### src/rtl/core/bbss_pkg.sv
// ----------------------------------------------------------------------------
// bbss_pkg
// Shared types and constants of the cubic B-spline subpixel sampler.
// ----------------------------------------------------------------------------
package bbss_pkg;

    // item kinds on the input channel
    localparam logic ACTION_WRITE = 1'b0;
    localparam logic ACTION_QUERY = 1'b1;

    // configuration register indexes
    localparam int CFG_IDX_BITS = 2;
    localparam logic [CFG_IDX_BITS-1:0] CFG_HEIGHT = 2'd0;
    localparam logic [CFG_IDX_BITS-1:0] CFG_WIDTH  = 2'd1;
    localparam int CFG_BITS = 9;

    // x / 6 == (x * RECIP6_MUL) >> RECIP6_SHIFT for x < 2^23
    localparam int RECIP6_SHIFT = 24;
    localparam logic [21:0] RECIP6_MUL = 22'd2796203;
    localparam int WGT_BITS = 16;
    localparam int X_BITS   = 20;

    typedef enum logic [3:0] {
        S_IDLE = 4'b0001,
        S_WGT  = 4'b0010,
        S_ROW  = 4'b0100,
        S_DONE = 4'b1000
    } t_state;

    typedef struct packed {
        logic       accept_wr;
        logic       accept_q;
        logic       wgt_issue;
        logic       row_issue;
        logic [1:0] idx;
        logic       out_load;
    } t_cmd;

endpackage

### src/rtl/core/bbss_ctrl.sv
// ----------------------------------------------------------------------------
// bbss_ctrl
// Sequencer: accept, weight phase, row phase, result hand-off.
// ----------------------------------------------------------------------------
module bbss_ctrl (
    input  logic           i_clk,
    input  logic           i_rst_n,
    input  logic           i_in_valid,
    input  logic           i_action,
    input  logic           i_out_stall,
    output logic           o_in_stall,
    output logic           o_out_valid,
    output bbss_pkg::t_cmd o_cmd
);
    import bbss_pkg::*;

    t_state     r_state, n_state;
    logic [2:0] r_cnt, n_cnt;
    logic       r_out_valid, n_out_valid;

    assign o_in_stall  = (r_state != S_IDLE);
    assign o_out_valid = r_out_valid;

    always_comb begin
        n_state     = r_state;
        n_cnt       = r_cnt + 3'd1;
        n_out_valid = r_out_valid && i_out_stall;
        o_cmd       = '0;
        o_cmd.idx   = r_cnt[1:0];
        case (r_state)
            S_IDLE: begin
                n_cnt = '0;
                if (i_in_valid) begin
                    if (i_action == ACTION_QUERY) begin
                        o_cmd.accept_q = 1'b1;
                        n_state = S_WGT;
                    end else begin
                        o_cmd.accept_wr = 1'b1;
                    end
                end
            end
            S_WGT: begin
                o_cmd.wgt_issue = (r_cnt < 3'd4);
                // last weight leaves the three-stage unit at count 6
                if (r_cnt == 3'd6) begin
                    n_cnt   = '0;
                    n_state = S_ROW;
                end
            end
            S_ROW: begin
                o_cmd.row_issue = (r_cnt < 3'd4);
                if (r_cnt == 3'd5) begin
                    n_state = S_DONE;
                end
            end
            S_DONE: begin
                if (!r_out_valid || !i_out_stall) begin
                    o_cmd.out_load = 1'b1;
                    n_out_valid    = 1'b1;
                    n_state        = S_IDLE;
                end
            end
            default: begin
                n_state = S_IDLE;
            end
        endcase
    end

    always_ff @(posedge i_clk) begin
        if (!i_rst_n) begin
            r_state     <= S_IDLE;
            r_cnt       <= '0;
            r_out_valid <= 1'b0;
        end else begin
            r_state     <= n_state;
            r_cnt       <= n_cnt;
            r_out_valid <= n_out_valid;
        end
    end
endmodule

### config.mk
export PLATFORM = sky130hd
export DESIGN_NAME = bbss_ctrl
export DESIGN_NICKNAME = d
export VERILOG_FILES = /design/src/rtl/core/bbss_pkg.sv /design/src/rtl/core/bbss_ctrl.sv
export SDC_FILE = /design/constraint.sdc
export NUM_CORES = 1
export LEC_CHECK = 0
export ABC_AREA = 1
export BUFFER_PORTS_ARGS = -buffer_cell sky130_fd_sc_hd__buf_2
export CORE_AREA = 2 2 39 41
export CTS_CLUSTER_DIAMETER = 60
export DETAILED_ROUTE_END_ITERATION = 10
export DIE_AREA = 0 0 41 43
export GPL_TIMING_DRIVEN = 0
export PLACE_DENSITY = 0.64
export SLEW_MARGIN = 25
export SYNTH_ARGS = -nofsm -noshare
export SYNTH_HDL_FRONTEND = slang
export SYNTH_SLANG_ARGS = --single-unit
### constraint.sdc
create_clock -name i_clk -period 2.2 [get_ports i_clk]
set_input_delay 0.33 -clock i_clk [delete_from_list [all_inputs] [get_ports i_clk]]
set_output_delay 0.33 -clock i_clk [all_outputs]
set_load 0.1 [all_outputs]
==> impl_metrics.yaml <==
floorplanning:
  design.die.area_mm2: 0.001763
  floorplan.initialDensity_pct: 36.80
  pin_count: 14
  placementRows: 14
  coreArea_mm2: 0.001384
  die_w_um: 41
  die_h_um: 43
layout:
  antenna-diode-count: 0
  num-nets-final: 104
  most_common_cell_after_layout_fill_and_taps_aside: "sky130_fd_sc_hd__inv_1"
  fraction_of_final_layout_cells_sized_beyond_drive_strength_1_pct: 29.79
  layout.cells.most_common_list: "sky130_fd_sc_hd__inv_1, sky130_fd_sc_hd__nand2_1, sky130_fd_sc_hd__buf_2"
  layout-area-overhead-vs-synth_pct: 23.83
synthesis:
  ys.warnings.count: 0
  syn-cell-area_um2: 509.2
  number_of_flip_flops_and_latches_in_the_synthesized_netlist: 8
  synth_top_area_share_pct: 31.45
  mean_syn_cell_area_um2: 6.529
  post_synth_num_cell_types: 15
  synthTopCellsByArea: "sky130_fd_sc_hd__dfxtp_1, sky130_fd_sc_hd__inv_1, sky130_fd_sc_hd__nor2_1"
  mapped_nets: 86
  yosysSeqAreaShare_pct: 31.45
  post_synth_inst_count: 78
  yosysTopAreaCell: "sky130_fd_sc_hd__dfxtp_1"
detailed_routing:
  route.detailed.drc: 0
  totalWireLength_um: 1001
  first_iter_violations: 7
  dr.pass1.iters: 4
  routed_via_density: 4.582
  drt-wirelength-per-cell_um: 9.100
  vias: 504
  antenna_violating_nets_post_route: 0
placed_design:
  detailed_place_hpwl_um: 787.2
  gp_routability_congestion: 0.7481
  buffer_ports.inserted: 13
clock_tree:
  clock_latency_ns: 0.26
  cts_post_setup_buffers_inserted: 0
  postCtsHoldBufs: 0
  clock-root-buffer: "sky130_fd_sc_hd__clkbuf_4"
  cts_htree_levels: 1
  path_clk_slew_ns: 0.06
  tritoncts: "built"
  cts_repair_resize_count: 0
  cts_made_buffers: 3
  cts_sinks: 8
  cts_max_path_buffers: 2
critical_path:
  critical_path_data_arrival_time_ns: 1.63
  data_required_time_at_the_worst_endpoint_ns: 1.87
  crit_type: "flip-flop to primary output"
  reg2reg_setup_slack_ns: 0.87
  timing.critical_path.from_type: "flip-flop"
  critical_path_peak_fanout: 3
  endpoint_kind_of_the_worst_setup_timing_path: "primary output"
global_route:
  global_route.usage.total_pct: 14.60
  grt_pass1_wl_um: 1628
  number_of_antenna_violations_at_the_first_check_in_global_routing: 0
  pin_count_of_the_biggest_net_entering_global_routing: 6
  vias_in_the_first_global_route: 419
  grt_ovf: 0
hold_path:
  holdCritPathClass: "primary input to flip-flop"
run:
  cap_viol_max_count: 0
sta:
  finalCritPeriodShare_pct: 89.15
  final_hold_viol_count: 0
  max_slew_margin_pct: 67.83
  max_freq_mhz: 509.9
  fin_crit_ns: 1.961
  setup_tns_ns: 0
  final-max-slew-violation-count: 0
  skew_ns: 0.003812
  finalSetupViolCount: 0
  tightestPinTransition_ns: 0.4860
  unrepaired_setup_endpoints_after_global_routing: "no"
outcome:
  outcome: "complete, no violations"
==> per-stage QoR <==
stage | util [%] | hold slack (ns) | instance area (um^2) | setup WS (ns) | instances
after floorplan | - | 0.4147 | 523.0 | 0.02057 | 78
after global placement | 43.94 | 0.4709 | 608.1 | 0.5215 | 107
after detailed placement | 43.94 | 0.4709 | 608.1 | 0.5319 | 107
after CTS | 45.57 | 0.2972 | 630.6 | 0.2190 | 110
after global routing | 45.57 | 0.3004 | 630.6 | 0.08901 | 110
final | 45.57 | 0.3110 | 630.6 | 0.2387 | 110
==> state kept, by name (all words and copies together), names as in the netlist <==
| register | count |
|---|---|
| r_cnt | 3 |
| r_state | 4 |
| o_out_valid | 1 |
==> synthesized netlist by cell type <==
cell	count
sky130_fd_sc_hd__inv_1	15
sky130_fd_sc_hd__and2_1	1
sky130_fd_sc_hd__xnor2_1	1
sky130_fd_sc_hd__nand3_1	10
sky130_fd_sc_hd__nand4_2	1
sky130_fd_sc_hd__nand2_1	13
sky130_fd_sc_hd__buf_4	2
sky130_fd_sc_hd__o21ai_2	1
sky130_fd_sc_hd__nor2_1	15
sky130_fd_sc_hd__a21oi_1	3
sky130_fd_sc_hd__o21ai_0	2
sky130_fd_sc_hd__nor2_4	1
sky130_fd_sc_hd__dfxtp_1	8
sky130_fd_sc_hd__ha_1	3
sky130_fd_sc_hd__nor2_2	2
==> logic make-up (layout without fill, tap and decap cells) <==
| group | after synthesis | in the layout | share of synthesized area, % |
|---|---|---|---|
| AO/OA/AOI/OAI | 6 | 6 | 6.633 |
| AND/OR/NAND/NOR | 43 | 43 | 38.82 |
| adder cells (fa/ha/maj) | 3 | 3 | 7.372 |
| XOR/XNOR | 1 | 1 | 1.720 |
| flip-flops | 8 | 8 | 31.45 |
| buffers and inverters | 17 | 33 | 14.00 |
==> layer usage <==
layer  up-vias  GRT usage (%)  part of all wire [%]
met3         2          9.424                   5.9
met4         0          8.000                   1.3
met5         -              0                     0
met2         8          20.00                    49
li1        272              -                     -
met1       222          16.56                    44
==> critical path: stages, from the launching register on <==
cell and delay (ns):
sky130_fd_sc_hd__dfxtp_1 0.35, sky130_fd_sc_hd__inv_1 0.09, sky130_fd_sc_hd__nor2_2 0.12, sky130_fd_sc_hd__nand2_1 0.09
sky130_fd_sc_hd__inv_1 0.08, sky130_fd_sc_hd__nand3_1 0.13, sky130_fd_sc_hd__clkinvlp_4 0.09, sky130_fd_sc_hd__buf_2 0.41
==> final timing paths <==
path | from | end | depth (start not counted)
max reg2reg | r_cnt[0] | r_state[2] | 9
min reg2reg | r_cnt[0] | r_cnt[0] | 1
max | r_state[0] | o_cmd[5] | 7
min | i_rst_n | r_state[0] | 2
==> area by class of cell <==
cell class | instances | area [um^2]
Inverter | 15 | 60.06
Timing Repair Buffer | 13 | 65.06
Multi-Input combinational cell | 53 | 287.8
Buffer | 2 | 15.01
Sequential cell | 8 | 160.2
Clock buffer | 3 | 22.52
Tap cell | 16 | 20.02
Fill cell | 155 | 753.2
Power is left out: the tool's default activity adds up to more than one toggle a clock period on the data nets, which glitch-free logic cannot reach.
